===== config.mk =====
export PLATFORM = sky130hd
export DESIGN_NAME = energy_voice_activity_detector_flat
export DESIGN_NICKNAME = d
export VERILOG_FILES = /design/src/sv/evad_pkg.sv /design/src/sv/evad_ifs.sv /design/src/sv/energy_voice_activity_detector.sv /design/src/sv/evad_div.sv /design/src/sv/evad_sqrt.sv /design/src/flat_wrapper.sv
export SDC_FILE = /design/constraint.sdc
export NUM_CORES = 1
export LEC_CHECK = 0
export ABC_AREA = 1
export BUFFER_PORTS_ARGS = -buffer_cell sky130_fd_sc_hd__clkbuf_2
export CAP_MARGIN = 10
export CORE_MARGIN = 1
export CORE_UTILIZATION = 62
export DETAILED_ROUTE_END_ITERATION = 10
export PLACE_DENSITY = 0.79
export SYNTH_ARGS = -nofsm -noshare
export SYNTH_HDL_FRONTEND = slang
export SYNTH_SLANG_ARGS = --single-unit

===== constraint.sdc =====
create_clock -name clk -period 4.9 [get_ports clk]
set_input_delay 0.98 -clock clk [delete_from_list [all_inputs] [get_ports clk]]
set_output_delay 0.98 -clock clk [all_outputs]
set_load 0.02 [all_outputs]

===== src/sv/evad_pkg.sv =====
// Shared widths, register codes and reset values for the voice activity detector.
`default_nettype none
package evad_pkg;

  localparam int SAMPLE_W = 16;
  localparam int TIME_W   = 32;
  localparam int SUM_W    = 40;
  localparam int RMS_W    = 16;
  localparam int CONF_W   = 8;
  localparam int THR_W    = 15;
  localparam int MS_W     = 16;
  localparam int CFG_W    = 16;

  // register map
  localparam int REG_IDX_W = 2;
  localparam logic [REG_IDX_W-1:0] REG_THRESHOLD = 2'd0;
  localparam logic [REG_IDX_W-1:0] REG_TRIGGER   = 2'd1;
  localparam logic [REG_IDX_W-1:0] REG_COOLDOWN  = 2'd2;

  localparam logic [THR_W-1:0] THR_RESET  = 15'd800;
  localparam logic [MS_W-1:0]  TRIG_RESET = 16'd500;
  localparam logic [MS_W-1:0]  COOL_RESET = 16'd3000;

  // serial squarer: one multiplier bit per cycle
  localparam int MUL_CNT_W = $clog2(SAMPLE_W);

  // shared restoring divider
  localparam int DIV_DW    = SUM_W;
  localparam int DIV_VW    = THR_W + 2;
  localparam int DIV_CNT_W = $clog2(DIV_DW);

  // digit-by-digit square root, two radicand bits per cycle
  localparam int SQRT_W     = 32;
  localparam int SQRT_STEPS = SQRT_W / 2;
  localparam int SQRT_CNT_W = $clog2(SQRT_STEPS);

  localparam logic [CONF_W-1:0] CONF_MAX = 8'd255;

  typedef logic signed [SAMPLE_W-1:0] sample_t;
  typedef logic [TIME_W-1:0]          time_ms_t;
  typedef logic [RMS_W-1:0]           rms_t;
  typedef logic [CONF_W-1:0]          conf_t;

endpackage
`default_nettype wire


===== src/sv/evad_ifs.sv =====
// Valid/ready channel interfaces for samples in and frame results out.
`default_nettype none
interface evad_in_if import evad_pkg::*; ();
  logic     valid;
  logic     ready;
  sample_t  sample;
  logic     frame_last;
  time_ms_t time_ms;
  logic     listening;

  modport source (output valid, sample, frame_last, time_ms, listening, input ready);
  modport sink   (input valid, sample, frame_last, time_ms, listening, output ready);
endinterface

interface evad_out_if import evad_pkg::*; ();
  logic  valid;
  logic  ready;
  logic  detected;
  conf_t confidence;
  rms_t  frame_rms;
  logic  in_cooldown;

  modport source (output valid, detected, confidence, frame_rms, in_cooldown, input ready);
  modport sink   (input valid, detected, confidence, frame_rms, in_cooldown, output ready);
endinterface
`default_nettype wire


===== src/sv/energy_voice_activity_detector.sv =====
// Energy based voice activity detector: frame energy, RMS, sustain and cooldown logic.
//
// Usage notes:
//  - samples: valid/ready channel of PCM samples. frame_last marks the frame's
//    last sample, whose time_ms stamps the frame. listening low drops the
//    sample and clears the frame and the sustain period; nothing is emitted.
//  - results: one transfer per frame end while listening: detected,
//    confidence, frame_rms, in_cooldown.
//  - wr_en/wr_index/wr_data: register writes (0 threshold, 1 trigger ms,
//    2 cooldown ms), only while the block is idle.
//  - Sequence: an ordinary sample is squared one multiplier bit per cycle
//    after the accept cycle. A frame end adds the cooldown check, the mean
//    division, the square root, the confidence division on a detecting
//    frame, and the output load. A cooldown frame skips the divisions and
//    the square root. No new sample is taken until the block is idle again.
//  - Reset (synchronous, rst high) restores register defaults, clears the
//    frame, the sustain and detection history and empties the output.
//  - Stall: the result waits in the output register; further samples are
//    still taken until the next frame end, which then holds until the
//    waiting result is transferred.
`default_nettype none
module energy_voice_activity_detector import evad_pkg::*; #(
  parameter int FRAME_SAMPLES = 512
) (
  input  logic                 clk,
  input  logic                 rst,
  input  logic                 wr_en,
  input  logic [REG_IDX_W-1:0] wr_index,
  input  logic [CFG_W-1:0]     wr_data,
  evad_in_if.sink              samples,
  evad_out_if.source           results
);

  localparam int CNT_W = $clog2(FRAME_SAMPLES + 1);
  localparam logic [CNT_W-1:0] CNT_FULL = CNT_W'(FRAME_SAMPLES);

  localparam logic [2:0] ST_IDLE = 3'd0;
  localparam logic [2:0] ST_MUL  = 3'd1;
  localparam logic [2:0] ST_FEND = 3'd2;
  localparam logic [2:0] ST_DIVM = 3'd3;
  localparam logic [2:0] ST_SQRT = 3'd4;
  localparam logic [2:0] ST_DIVC = 3'd5;
  localparam logic [2:0] ST_EMIT = 3'd6;

  logic [2:0] state;

  // configuration
  logic [THR_W-1:0] threshold;
  logic [MS_W-1:0]  trigger;
  logic [MS_W-1:0]  cooldown;

  // detector state
  logic [SUM_W-1:0] square_sum;
  logic [CNT_W-1:0] frame_count;
  logic             sustain_valid;
  time_ms_t         sustain_start;
  logic             detect_valid;
  time_ms_t         last_detect;

  // per-sample working registers
  logic                 frame_end;
  time_ms_t             now;
  logic [2*SAMPLE_W-1:0] mcand;
  logic [SAMPLE_W-1:0]  mplier;
  logic [MUL_CNT_W-1:0] mul_cnt;
  logic [SAMPLE_W-1:0]  mag;

  // result staging and output register
  logic  res_det;
  conf_t res_conf;
  rms_t  res_rms;
  logic  res_cool;
  logic  out_valid;
  logic  out_load;

  // shared units
  logic              div_start;
  logic [DIV_DW-1:0] div_a;
  logic [DIV_VW-1:0] div_b;
  logic [DIV_DW-1:0] div_quot;
  logic              div_done;
  logic              sqrt_start;
  rms_t              sqrt_root;
  logic              sqrt_done;

  logic                 accept;
  logic                 cool_hit;
  logic                 voiced;
  logic                 elapsed;
  logic [RMS_W+7:0]     rms255;
  logic [DIV_VW-1:0]    thr3;
  conf_t                conf_sat;

  assign accept    = samples.valid && samples.ready;
  // no transfer while reset is held
  assign samples.ready = (state == ST_IDLE) && !rst;

  // two's complement magnitude; -32768 maps to 0x8000
  assign mag = samples.sample[SAMPLE_W-1] ? SAMPLE_W'(-samples.sample)
                                          : SAMPLE_W'(samples.sample);

  assign cool_hit = detect_valid && ((now - last_detect) < TIME_W'(cooldown));
  assign voiced   = sqrt_root > RMS_W'(threshold);
  assign elapsed  = (now - sustain_start) >= TIME_W'(trigger);
  assign rms255   = {sqrt_root, 8'd0} - {8'd0, sqrt_root};
  assign thr3     = {1'b0, threshold, 1'b0} + {2'b00, threshold};
  assign conf_sat = (|div_quot[DIV_DW-1:CONF_W]) ? CONF_MAX : div_quot[CONF_W-1:0];
  assign out_load = (state == ST_EMIT) && (!out_valid || results.ready);

  // divider serves both the frame mean and the confidence ratio
  always_comb begin
    div_start  = 1'b0;
    sqrt_start = 1'b0;
    div_a      = square_sum;
    div_b      = DIV_VW'(frame_count);
    unique case (state)
      ST_FEND: begin
        div_start = !cool_hit;
      end
      ST_DIVM: begin
        sqrt_start = div_done;
      end
      ST_SQRT: begin
        if (sqrt_done && voiced && sustain_valid && elapsed && (threshold != '0)) begin
          div_start = 1'b1;
          div_a     = DIV_DW'(rms255);
          div_b     = thr3;
        end
      end
      default: begin
      end
    endcase
  end

  evad_div u_div (
    .clk      (clk),
    .rst      (rst),
    .start    (div_start),
    .dividend (div_a),
    .divisor  (div_b),
    .quotient (div_quot),
    .done     (div_done)
  );

  // mean never exceeds 2^30, so the low word carries it whole
  evad_sqrt u_sqrt (
    .clk      (clk),
    .rst      (rst),
    .start    (sqrt_start),
    .radicand (div_quot[SQRT_W-1:0]),
    .root     (sqrt_root),
    .done     (sqrt_done)
  );

  always_ff @(posedge clk) begin
    if (rst) begin
      threshold <= THR_RESET;
      trigger   <= TRIG_RESET;
      cooldown  <= COOL_RESET;
    end else if (wr_en) begin
      unique case (wr_index)
        REG_THRESHOLD: threshold <= wr_data[THR_W-1:0];
        REG_TRIGGER:   trigger   <= wr_data[MS_W-1:0];
        REG_COOLDOWN:  cooldown  <= wr_data[MS_W-1:0];
        default: begin
        end
      endcase
    end
  end

  always_ff @(posedge clk) begin
    if (rst) begin
      state         <= ST_IDLE;
      square_sum    <= '0;
      frame_count   <= '0;
      sustain_valid <= 1'b0;
      sustain_start <= '0;
      detect_valid  <= 1'b0;
      last_detect   <= '0;
      frame_end     <= 1'b0;
      now           <= '0;
      mcand         <= '0;
      mplier        <= '0;
      mul_cnt       <= '0;
      res_det       <= 1'b0;
      res_conf      <= '0;
      res_rms       <= '0;
      res_cool      <= 1'b0;
    end else begin
      unique case (state)
        ST_IDLE: begin
          if (accept) begin
            if (!samples.listening) begin
              square_sum    <= '0;
              frame_count   <= '0;
              sustain_valid <= 1'b0;
            end else begin
              frame_end <= samples.frame_last;
              now       <= samples.time_ms;
              if (frame_count < CNT_FULL) begin
                frame_count <= frame_count + 1'b1;
                mcand       <= (2*SAMPLE_W)'(mag);
                mplier      <= mag;
                mul_cnt     <= '0;
                state       <= ST_MUL;
              end else if (samples.frame_last) begin
                // full frame: sample ignored, its mark still ends the frame
                state <= ST_FEND;
              end
            end
          end
        end
        ST_MUL: begin
          // shift-add squaring straight into the frame sum
          if (mplier[0]) begin
            square_sum <= square_sum + SUM_W'(mcand);
          end
          mcand   <= mcand << 1;
          mplier  <= mplier >> 1;
          mul_cnt <= mul_cnt + 1'b1;
          if (mul_cnt == MUL_CNT_W'(SAMPLE_W - 1)) begin
            state <= frame_end ? ST_FEND : ST_IDLE;
          end
        end
        ST_FEND: begin
          // divider latches the sum this cycle unless in cooldown, so the frame can clear now
          square_sum  <= '0;
          frame_count <= '0;
          if (cool_hit) begin
            sustain_valid <= 1'b0;
            res_det       <= 1'b0;
            res_conf      <= '0;
            res_rms       <= '0;
            res_cool      <= 1'b1;
            state         <= ST_EMIT;
          end else begin
            state <= ST_DIVM;
          end
        end
        ST_DIVM: begin
          if (div_done) begin
            state <= ST_SQRT;
          end
        end
        ST_SQRT: begin
          if (sqrt_done) begin
            res_rms  <= sqrt_root;
            res_cool <= 1'b0;
            res_det  <= 1'b0;
            res_conf <= '0;
            state    <= ST_EMIT;
            if (voiced) begin
              if (!sustain_valid) begin
                // first voiced frame only opens the sustain period
                sustain_valid <= 1'b1;
                sustain_start <= now;
              end else if (elapsed) begin
                res_det       <= 1'b1;
                detect_valid  <= 1'b1;
                last_detect   <= now;
                sustain_valid <= 1'b0;
                if (threshold == '0) begin
                  res_conf <= CONF_MAX;
                end else begin
                  state <= ST_DIVC;
                end
              end
            end else begin
              sustain_valid <= 1'b0;
            end
          end
        end
        ST_DIVC: begin
          if (div_done) begin
            res_conf <= conf_sat;
            state    <= ST_EMIT;
          end
        end
        ST_EMIT: begin
          if (out_load) begin
            state <= ST_IDLE;
          end
        end
        default: begin
          state <= ST_IDLE;
        end
      endcase
    end
  end

  // output register: holds a result until its transfer
  always_ff @(posedge clk) begin
    if (rst) begin
      out_valid           <= 1'b0;
      results.detected    <= 1'b0;
      results.confidence  <= '0;
      results.frame_rms   <= '0;
      results.in_cooldown <= 1'b0;
    end else if (out_load) begin
      out_valid           <= 1'b1;
      results.detected    <= res_det;
      results.confidence  <= res_conf;
      results.frame_rms   <= res_rms;
      results.in_cooldown <= res_cool;
    end else if (results.ready) begin
      out_valid <= 1'b0;
    end
  end

  assign results.valid = out_valid;

`ifndef SYNTHESIS
  a_cool_blank : assert property (@(posedge clk) disable iff (rst)
    results.valid && results.in_cooldown |->
      !results.detected && (results.frame_rms == '0) && (results.confidence == '0))
    else $error("cooldown result carries detection data");

  a_count_cap : assert property (@(posedge clk) disable iff (rst)
    frame_count <= CNT_FULL)
    else $error("frame count beyond capacity");

  a_detect_clears : assert property (@(posedge clk) disable iff (rst)
    (state == ST_SQRT) && sqrt_done && voiced && sustain_valid && elapsed |=>
      detect_valid && !sustain_valid)
    else $error("detection did not record history");

  a_out_from_emit : assert property (@(posedge clk) disable iff (rst)
    $rose(results.valid) |-> $past(state) == ST_EMIT)
    else $error("result loaded outside emit state");
`endif

endmodule
`default_nettype wire


===== src/sv/evad_div.sv =====
// Restoring divider, one quotient bit per cycle.
`default_nettype none
module evad_div import evad_pkg::*; (
  input  logic              clk,
  input  logic              rst,
  input  logic              start,
  input  logic [DIV_DW-1:0] dividend,
  input  logic [DIV_VW-1:0] divisor,
  output logic [DIV_DW-1:0] quotient,
  output logic              done
);

  logic                 busy;
  logic [DIV_CNT_W-1:0] cnt;
  logic [DIV_VW-1:0]    rem;
  logic [DIV_VW-1:0]    dvs;
  logic [DIV_DW-1:0]    quo;
  logic [DIV_VW:0]      trial;
  logic [DIV_VW:0]      diff;

  assign trial    = {rem, quo[DIV_DW-1]};
  assign diff     = trial - {1'b0, dvs};
  assign quotient = quo;

  always_ff @(posedge clk) begin
    if (rst) begin
      busy <= 1'b0;
      done <= 1'b0;
      cnt  <= '0;
      rem  <= '0;
      dvs  <= '0;
      quo  <= '0;
    end else begin
      done <= 1'b0;
      if (start) begin
        busy <= 1'b1;
        cnt  <= '0;
        rem  <= '0;
        dvs  <= divisor;
        quo  <= dividend;
      end else if (busy) begin
        // diff sign bit set means trial < divisor
        if (!diff[DIV_VW]) begin
          rem <= diff[DIV_VW-1:0];
        end else begin
          rem <= trial[DIV_VW-1:0];
        end
        quo <= {quo[DIV_DW-2:0], ~diff[DIV_VW]};
        cnt <= cnt + 1'b1;
        if (cnt == DIV_CNT_W'(DIV_DW - 1)) begin
          busy <= 1'b0;
          done <= 1'b1;
        end
      end
    end
  end

endmodule
`default_nettype wire


===== src/sv/evad_sqrt.sv =====
// Integer square root, one root bit per cycle.
`default_nettype none
module evad_sqrt import evad_pkg::*; (
  input  logic              clk,
  input  logic              rst,
  input  logic              start,
  input  logic [SQRT_W-1:0] radicand,
  output rms_t              root,
  output logic              done
);

  logic                  busy;
  logic [SQRT_CNT_W-1:0] cnt;
  logic [SQRT_W-1:0]     v;
  logic [SQRT_W-1:0]     res;
  logic [SQRT_W-1:0]     bitm;
  logic [SQRT_W-1:0]     trial;

  assign trial = res + bitm;
  assign root  = res[RMS_W-1:0];

  always_ff @(posedge clk) begin
    if (rst) begin
      busy <= 1'b0;
      done <= 1'b0;
      cnt  <= '0;
      v    <= '0;
      res  <= '0;
      bitm <= '0;
    end else begin
      done <= 1'b0;
      if (start) begin
        busy <= 1'b1;
        cnt  <= '0;
        v    <= radicand;
        res  <= '0;
        bitm <= SQRT_W'(1) << (SQRT_W - 2);
      end else if (busy) begin
        if (v >= trial) begin
          v   <= v - trial;
          res <= (res >> 1) + bitm;
        end else begin
          res <= res >> 1;
        end
        bitm <= bitm >> 2;
        cnt  <= cnt + 1'b1;
        if (cnt == SQRT_CNT_W'(SQRT_STEPS - 1)) begin
          busy <= 1'b0;
          done <= 1'b1;
        end
      end
    end
  end

endmodule
`default_nettype wire

===== src/flat_wrapper.sv =====
// flat-port wrapper written by rule: the top's interface ports become plain ports
module energy_voice_activity_detector_flat import evad_pkg::*;
#(
  parameter int FRAME_SAMPLES = 512
)
  (clk, rst, wr_en, wr_index, wr_data, samples_valid, samples_sample, samples_frame_last, samples_time_ms, samples_listening, samples_ready, results_valid, results_detected, results_confidence, results_frame_rms, results_in_cooldown, results_ready);
  evad_in_if samples_i ();
  evad_out_if results_i ();
  input  logic clk;
  input  logic rst;
  input  logic wr_en;
  input  logic [REG_IDX_W-1:0] wr_index;
  input  logic [CFG_W-1:0] wr_data;
  input wire logic [$bits(samples_i.valid)-1:0] samples_valid;
  input wire logic [$bits(samples_i.sample)-1:0] samples_sample;
  input wire logic [$bits(samples_i.frame_last)-1:0] samples_frame_last;
  input wire logic [$bits(samples_i.time_ms)-1:0] samples_time_ms;
  input wire logic [$bits(samples_i.listening)-1:0] samples_listening;
  output wire logic [$bits(samples_i.ready)-1:0] samples_ready;
  output wire logic [$bits(results_i.valid)-1:0] results_valid;
  output wire logic [$bits(results_i.detected)-1:0] results_detected;
  output wire logic [$bits(results_i.confidence)-1:0] results_confidence;
  output wire logic [$bits(results_i.frame_rms)-1:0] results_frame_rms;
  output wire logic [$bits(results_i.in_cooldown)-1:0] results_in_cooldown;
  input wire logic [$bits(results_i.ready)-1:0] results_ready;
  assign samples_i.valid = samples_valid;
  assign samples_i.sample = samples_sample;
  assign samples_i.frame_last = samples_frame_last;
  assign samples_i.time_ms = samples_time_ms;
  assign samples_i.listening = samples_listening;
  assign samples_ready = samples_i.ready;
  assign results_valid = results_i.valid;
  assign results_detected = results_i.detected;
  assign results_confidence = results_i.confidence;
  assign results_frame_rms = results_i.frame_rms;
  assign results_in_cooldown = results_i.in_cooldown;
  assign results_i.ready = results_ready;
  energy_voice_activity_detector #(.FRAME_SAMPLES(FRAME_SAMPLES)) u_core (.clk(clk), .rst(rst), .wr_en(wr_en), .wr_index(wr_index), .wr_data(wr_data), .samples(samples_i), .results(results_i));
endmodule

* Yosys cells after proc, flatten, opt, wreduce, memory -nomap -nowiden
Index checks and enable logic that the tools add are counted.
** Operators by class
- Bitwise logic cells :: 4
- Multiplexer cells :: 91
- $lt $le $gt $ge :: 5
- Equality and inequality tests :: 24
- Reduce and logical (&&, ||, !) cells :: 45
- $add $sub $neg :: 14
** Operators with widths (count)
- 40-bit two-way mux :: 7
- 32-bit two-way mux :: 7
- 40-bit one-hot mux with 3 select lines :: 1
- 16-bit two-way mux :: 6
- 32-bit subtractor :: 3
- 8-bit two-way mux :: 8
- 16-bit one-hot mux with 2 select lines :: 2
- 32-bit one-hot mux with 2 select lines :: 1
- 31-bit two-way mux :: 2
- 17-bit two-way mux :: 3
- 40-bit by 32-bit adder with 40-bit output :: 1
- 3-bit two-way mux :: 13
- 31-bit by 31-bit adder with 32-bit output :: 1
- 32-bit by 31-bit adder with 32-bit output :: 1
- 32-bit by 16-bit greater-or-equal comparator with 1-bit output :: 1
- 32-bit greater-or-equal comparator :: 1
- 32-bit by 16-bit < comparator with 1-bit output :: 1
- 32-bit OR reduction :: 1
- 10-bit two-way mux :: 3
- 1-bit two-way mux :: 25
- 8-bit one-hot mux with 3 select lines :: 1
- 24-bit by 16-bit subtractor with 24-bit output :: 1
- 3-bit one-hot mux with 7 select lines :: 1
- 10-bit one-hot mux with 2 select lines :: 1
- 40 further kinds :: 91
** Word-level totals
- Input port bits :: 73
- Flip-flop bits (word level) :: 472

* Depth between registers and ports, before layout
- Depth in word-level cells :: 8
- Depth in mapped cells :: 34
- Depth with buffers taken out :: 33

* Modules after synthesis
A second synthesis with hierarchy kept.
** Unflattened totals
- Cell total of the unflattened synthesis :: 5739
- Area total of the unflattened synthesis :: 35748.0 µm²
** Modules (own cells, without submodules)
- energy_voice_activity_detector :: cells an instance 3386, instances 1, area an instance 21593.2 µm²
- evad_sqrt :: cells an instance 1620, instances 1, area an instance 9176.3 µm²
- evad_div :: cells an instance 733, instances 1, area an instance 4978.5 µm²

* Least setup slack after synthesis
OpenSTA, ideal clock, no wires.
- Path type :: register to register
- Start point :: reg u_core.u_sqrt.res[2]
- End point :: reg u_core.u_sqrt.v[13]
- Buffers on the path :: 1
- Stages on the path, launching flop included :: 29
- Setup slack :: 0.604 ns
- Data arrival time :: 4.221 ns
- Library setup time :: 0.075 ns
- Clock period less this slack :: 4.296 ns
- Cells stage by stage :: dfxtp_1 ha_1 nand2_1 a21oi_1 nand2_1 nand2_1 nand2_1 o21ai_1 nand2_1 a21oi_1 nand2_1 a21oi_1 a21oi_1 o21ai_0 a21oi_1 xor2_1 ha_1 nand2_1 nor2_1 nand2_1 inv_1 a221oi_1 nand3_2 nand2_1 nand2_1 inv_2 clkbuf_1 nand2_1 a31oi_1
** On the way
- Longest elaborated chain between the ends :: 5
** RTL lines
- start, declared :: line evad_sqrt.sv:15 : logic [SQRT_W-1:0] res;
- start signal, assigned :: line evad_sqrt.sv:41 : res <= (res >> 1) + bitm;
- start signal, assigned :: line evad_sqrt.sv:43 : res <= res >> 1;
- 32-bit by 31-bit adder with 32-bit output (*) :: line evad_sqrt.sv:19 : assign trial = res + bitm;
- 32-bit subtractor :: line evad_sqrt.sv:40 : v <= v - trial;
- 32-bit two-way mux :: line evad_sqrt.sv:39 : if (v >= trial) begin
- 32-bit two-way mux :: line evad_sqrt.sv:38 : end else if (busy) begin
- 32-bit two-way mux :: line evad_sqrt.sv:32 : if (start) begin
- end signal, assigned :: line evad_sqrt.sv:35 : v <= radicand;
- end signal, assigned :: line evad_sqrt.sv:40
- end, declared :: line evad_sqrt.sv:14 : logic [SQRT_W-1:0] v;
Every way passes the cells marked *; elsewhere a longest branch is shown, timed or not. The select of a mux whose other input is x is not followed.
A chain may end at the register's enable or synchronous reset.

* Worst setup path after layout
- Start point :: reg u_core.u_sqrt.bitm[0]
- End point :: reg u_core.u_sqrt.res[5]
** On the way
- Longest elaborated chain between the ends :: 3
** RTL lines
- start, declared :: line evad_sqrt.sv:16 : logic [SQRT_W-1:0] bitm;
- start signal, assigned :: line evad_sqrt.sv:37 : bitm <= SQRT_W'(1) << (SQRT_W - 2);
- start signal, assigned :: line evad_sqrt.sv:45 : bitm <= bitm >> 2;
- 32-bit by 31-bit adder with 32-bit output :: line evad_sqrt.sv:19
- 32-bit greater-or-equal comparator :: line evad_sqrt.sv:39
- 32-bit two-way mux (*) :: line evad_sqrt.sv:39
Every way passes the cells marked *; elsewhere a longest branch is shown, timed or not.

==> summary.md <==
| Metric | Value |
|---|---|
| Root Buffer | clkbuf_16 |
| Setup ws final | 0.294 ns |
| Yosys cell types | 61 |
| Mapped Nets | 5,276 |
| # setup viols final | 0 |
| Max Fclk | 217 MHz |
| Multiplexer area fraction after synthesis | 0% |
| Synthesized flop and latch total | 472 |
| Most frequent CP cell | nand2_1 |
| Worst VDD drop | 0.258 mV |
| Router iterations before antenna repair | 8 |
| Lkg Pwr | 16.5 nW |
| Most common library cell in the layout ignoring fill and taps | nand2_1 |
| Compound-Gate Fraction of Synth Area | 20.9% |
| Sink Count | 472 |
| Yosys Warn Count | 0 |
| Post-DP Area | 33,500 um2 |
| DRC violations left | 0 |
| Clk slew on worst S/H paths | 0.06 ns |
| Status | finished, final reports clean |
| Detailed-route wire length per cell | 16.3 um |
| Fin. max-slew vios | 0 |
| Boundary pin count | 101 |
| CP required | 5.40 ns |
| RePlAce Congestion | 0.996 |
| Actual slew at the worst max-slew pin | 1.07 ns |
| Register area share after synthesis | 29.1% |
| Nets | 5,328 |
| Mapped Avg Cell Area | 6.56 um2 |
| Post-DP HPWL | 69.4 mm |
| Largest family of logic cells by synthesized area | simple AND/OR/NAND/NOR gates |
| Synth Area in XOR/XNOR | 4.40% |
| CP max-delay cell | dfxtp_2 |
| Core Util, Final | 69.0% |
| Layout cells sized above 1 | 7.22% |
| DIE WIDTH | 231 um |
| H-tree Lvls | 2 |
| Worst Setup End Kind | register |
| Vias in the first global route | 30,100 |
| Fin area | 35,500 um2 |
| Row count | 83 |
| Core Region | 51,500 um2 |
| Slew headroom | 28.8% |
| Max-cap violations | 0 |
| Pre-CTS setup slack | -0.0598 ns |
| Post-route setup TNS | 0 ns |
| Most frequent cells in the layout | nand2_1 (1,141), inv_1 (644), a21oi_1 (550) |
| GRT overflow | 0 |
| CP Class | reg -> reg |
| Vias per cell | 5.68 |
| Initial DRC count | 2,657 |
| Min-Delay Path Class | reg -> reg |
| # placed instances | 5,611 |
| Crit path arrival time | 5.11 ns |
| CTS tree | built |
| RSZ-0062 raised after global routing | true |
| Final hold viol count | 0 |
| Total chip power | 10.7 mW |
| Fin Hold WS | 0.456 ns |
| Syn Inst Count | 4,938 |
| Period utilization | 94.0% |
| Reg2Reg Depth | 31 |
| Async S/R FF share, synth | 0% |
| Die height | 231 um |
| Clock skew | 0.0221 ns |
| Post-synthesis cell area | 32,400 um2 |
| Power per standard cell area | 301 nW/um2 |
| Fin cells | 5,712 |
| EDFF count, synth | 0 |
| Total Routing Usage GR | 34.3% |
| Post-Synth Simple-Gate Area | 25.3% |
| First-pass GRT wire length | 150 mm |
| Primary FF master, synth | dfxtp_1 |
| Adder-Cell Fraction of Synth Area | 10.4% |
| Clock tree buffer depth | 3 |
| Num CTS Buffers | 52 |
| Antenna violations before repair | 1 |
| ANT nets after route | 0 |
| Largest net degree at the start of global routing | 111 |
| Area Growth Syn to Fin | 9.56% |
| Peak per-stage delay on the critical path | 0.34 ns |
| Hold Path Depth | 2 |
| Die outline area | 53,200 um2 |
| Routed wire length | 93.4 mm |
| Total number of vias | 32,500 |
| Minimum clock period | 4.61 ns |
| PortBufs | 100 |
| Crit start category | register |
| Starting Density | 62.9% |
| Crit path max fanout | 7 |
| Clock latency on the worst-skew pair | 0.62 ns |
[synthesized netlist by cell type, types with 10 or more instances]
cell / number / area [um2]
nand2_1: 1147 / 4310
inv_1: 646 / 2420
a21oi_1: 557 / 2790
dfxtp_1: 472 / 9450
nor2_1: 461 / 1730
o21ai_0: 405 / 2030
ha_1: 259 / 3240
nand3_1: 165 / 826
clkbuf_1: 128 / 480
xor2_1: 110 / 963
nor3_1: 60 / 300
a31oi_1: 58 / 363
xnor2_1: 53 / 464
nand4_1: 49 / 307
o21ai_1: 48 / 240
o211ai_1: 42 / 315
a22oi_1: 22 / 165
o21bai_1: 22 / 165
buf_2: 21 / 105
or2_2: 17 / 106
nand2_2: 14 / 87.6
nor4_1: 14 / 87.6
a211oi_1: 12 / 90.1
o31ai_1: 11 / 82.6
o21a_1: 10 / 75.1
[final timing paths]
kind	end	slack [ns]	from
worst max-delay path	u_core.u_sqrt.res[5]	0.29	u_core.u_sqrt.bitm[0]
worst min-delay path	u_core.results.frame_rms[0]	0.46	u_core.res_rms[0]
worst max register to register	u_core.u_sqrt.res[5]	0.29	u_core.u_sqrt.bitm[0]
worst min register to register	u_core.results.frame_rms[0]	0.46	u_core.res_rms[0]
[sequential cells by signal, summed over array words and instances, names as in the netlist, 10 cells and up]
register                  cells
u_core.cooldown              16
u_core.frame_count           10
u_core.last_detect           32
u_core.mcand                 32
u_core.mplier                16
u_core.now                   32
u_core.res_rms               16
u_core.results.frame_rms     16
u_core.square_sum            40
u_core.sustain_start         32
u_core.threshold             15
u_core.trigger               16
u_core.u_div.dvs             17
u_core.u_div.quotient        40
u_core.u_div.rem             17
u_core.u_sqrt.bitm           16
u_core.u_sqrt.res            32
u_core.u_sqrt.v              32
[cell families after synthesis]
logic type,Yosys count
compound gates,1241
fa+ha+maj,265
simple gates,1973
buf+inv,824
xor+xnor,163
flops,472
[final cells by class]
type                    instances  area (um2)
clock buffers                  64        1440
multi-input cells            3644       20000
repair buffers                160        1010
well taps                     680         851
diodes                          1        2.50
inverters                     660        2490
clock inverters                31         320
flip-flops and latches        472        9450
fillers                      4672       16000
[worst max-delay path: cells and delay by family (launching register included)]
kind | cells | cell delay [ns]
adder cells (fa/ha/maj) | 3 | 0.67
buffers and inverters | 3 | 0.36
AO/OA/AOI/OAI | 7 | 1.05
flip-flops | 1 | 0.34
XOR/XNOR | 1 | 0.14
AND/OR/NAND/NOR | 17 | 1.95
[report_power, final]
group | switching, mW | internal, mW | total [mW]
Clock | 1.72 | 2.35 | 4.08
Sequential | 0.131 | 3.98 | 4.11
Combinational | 1.68 | 0.810 | 2.49
Total | 3.53 | 7.14 | 10.7
[per-layer routing]
layer / wire length (um) / GRT usage (%) / vias to the layer above / part of all wire [%]
met4: 4280 / 15.9 / 0 / 4.6
met1: 40100 / 43.4 / 14900 / 43
met5: 0 / 0 / - / 0
met3: 6010 / 4.48 / 229 / 6.4
li1: - / - / 16400 / -
met2: 43000 / 57.9 / 946 / 46
[timing repair]
item | in CTS | in global routing
buffers inserted | 0 | 2
gates cloned | 0 | 2
setup endpoints to repair | 1 | 143
gates resized for setup | 2 | 44
pin swaps | 0 | 14
hold buffers | 0 | 0
Power figures use the tool's default switching activity.
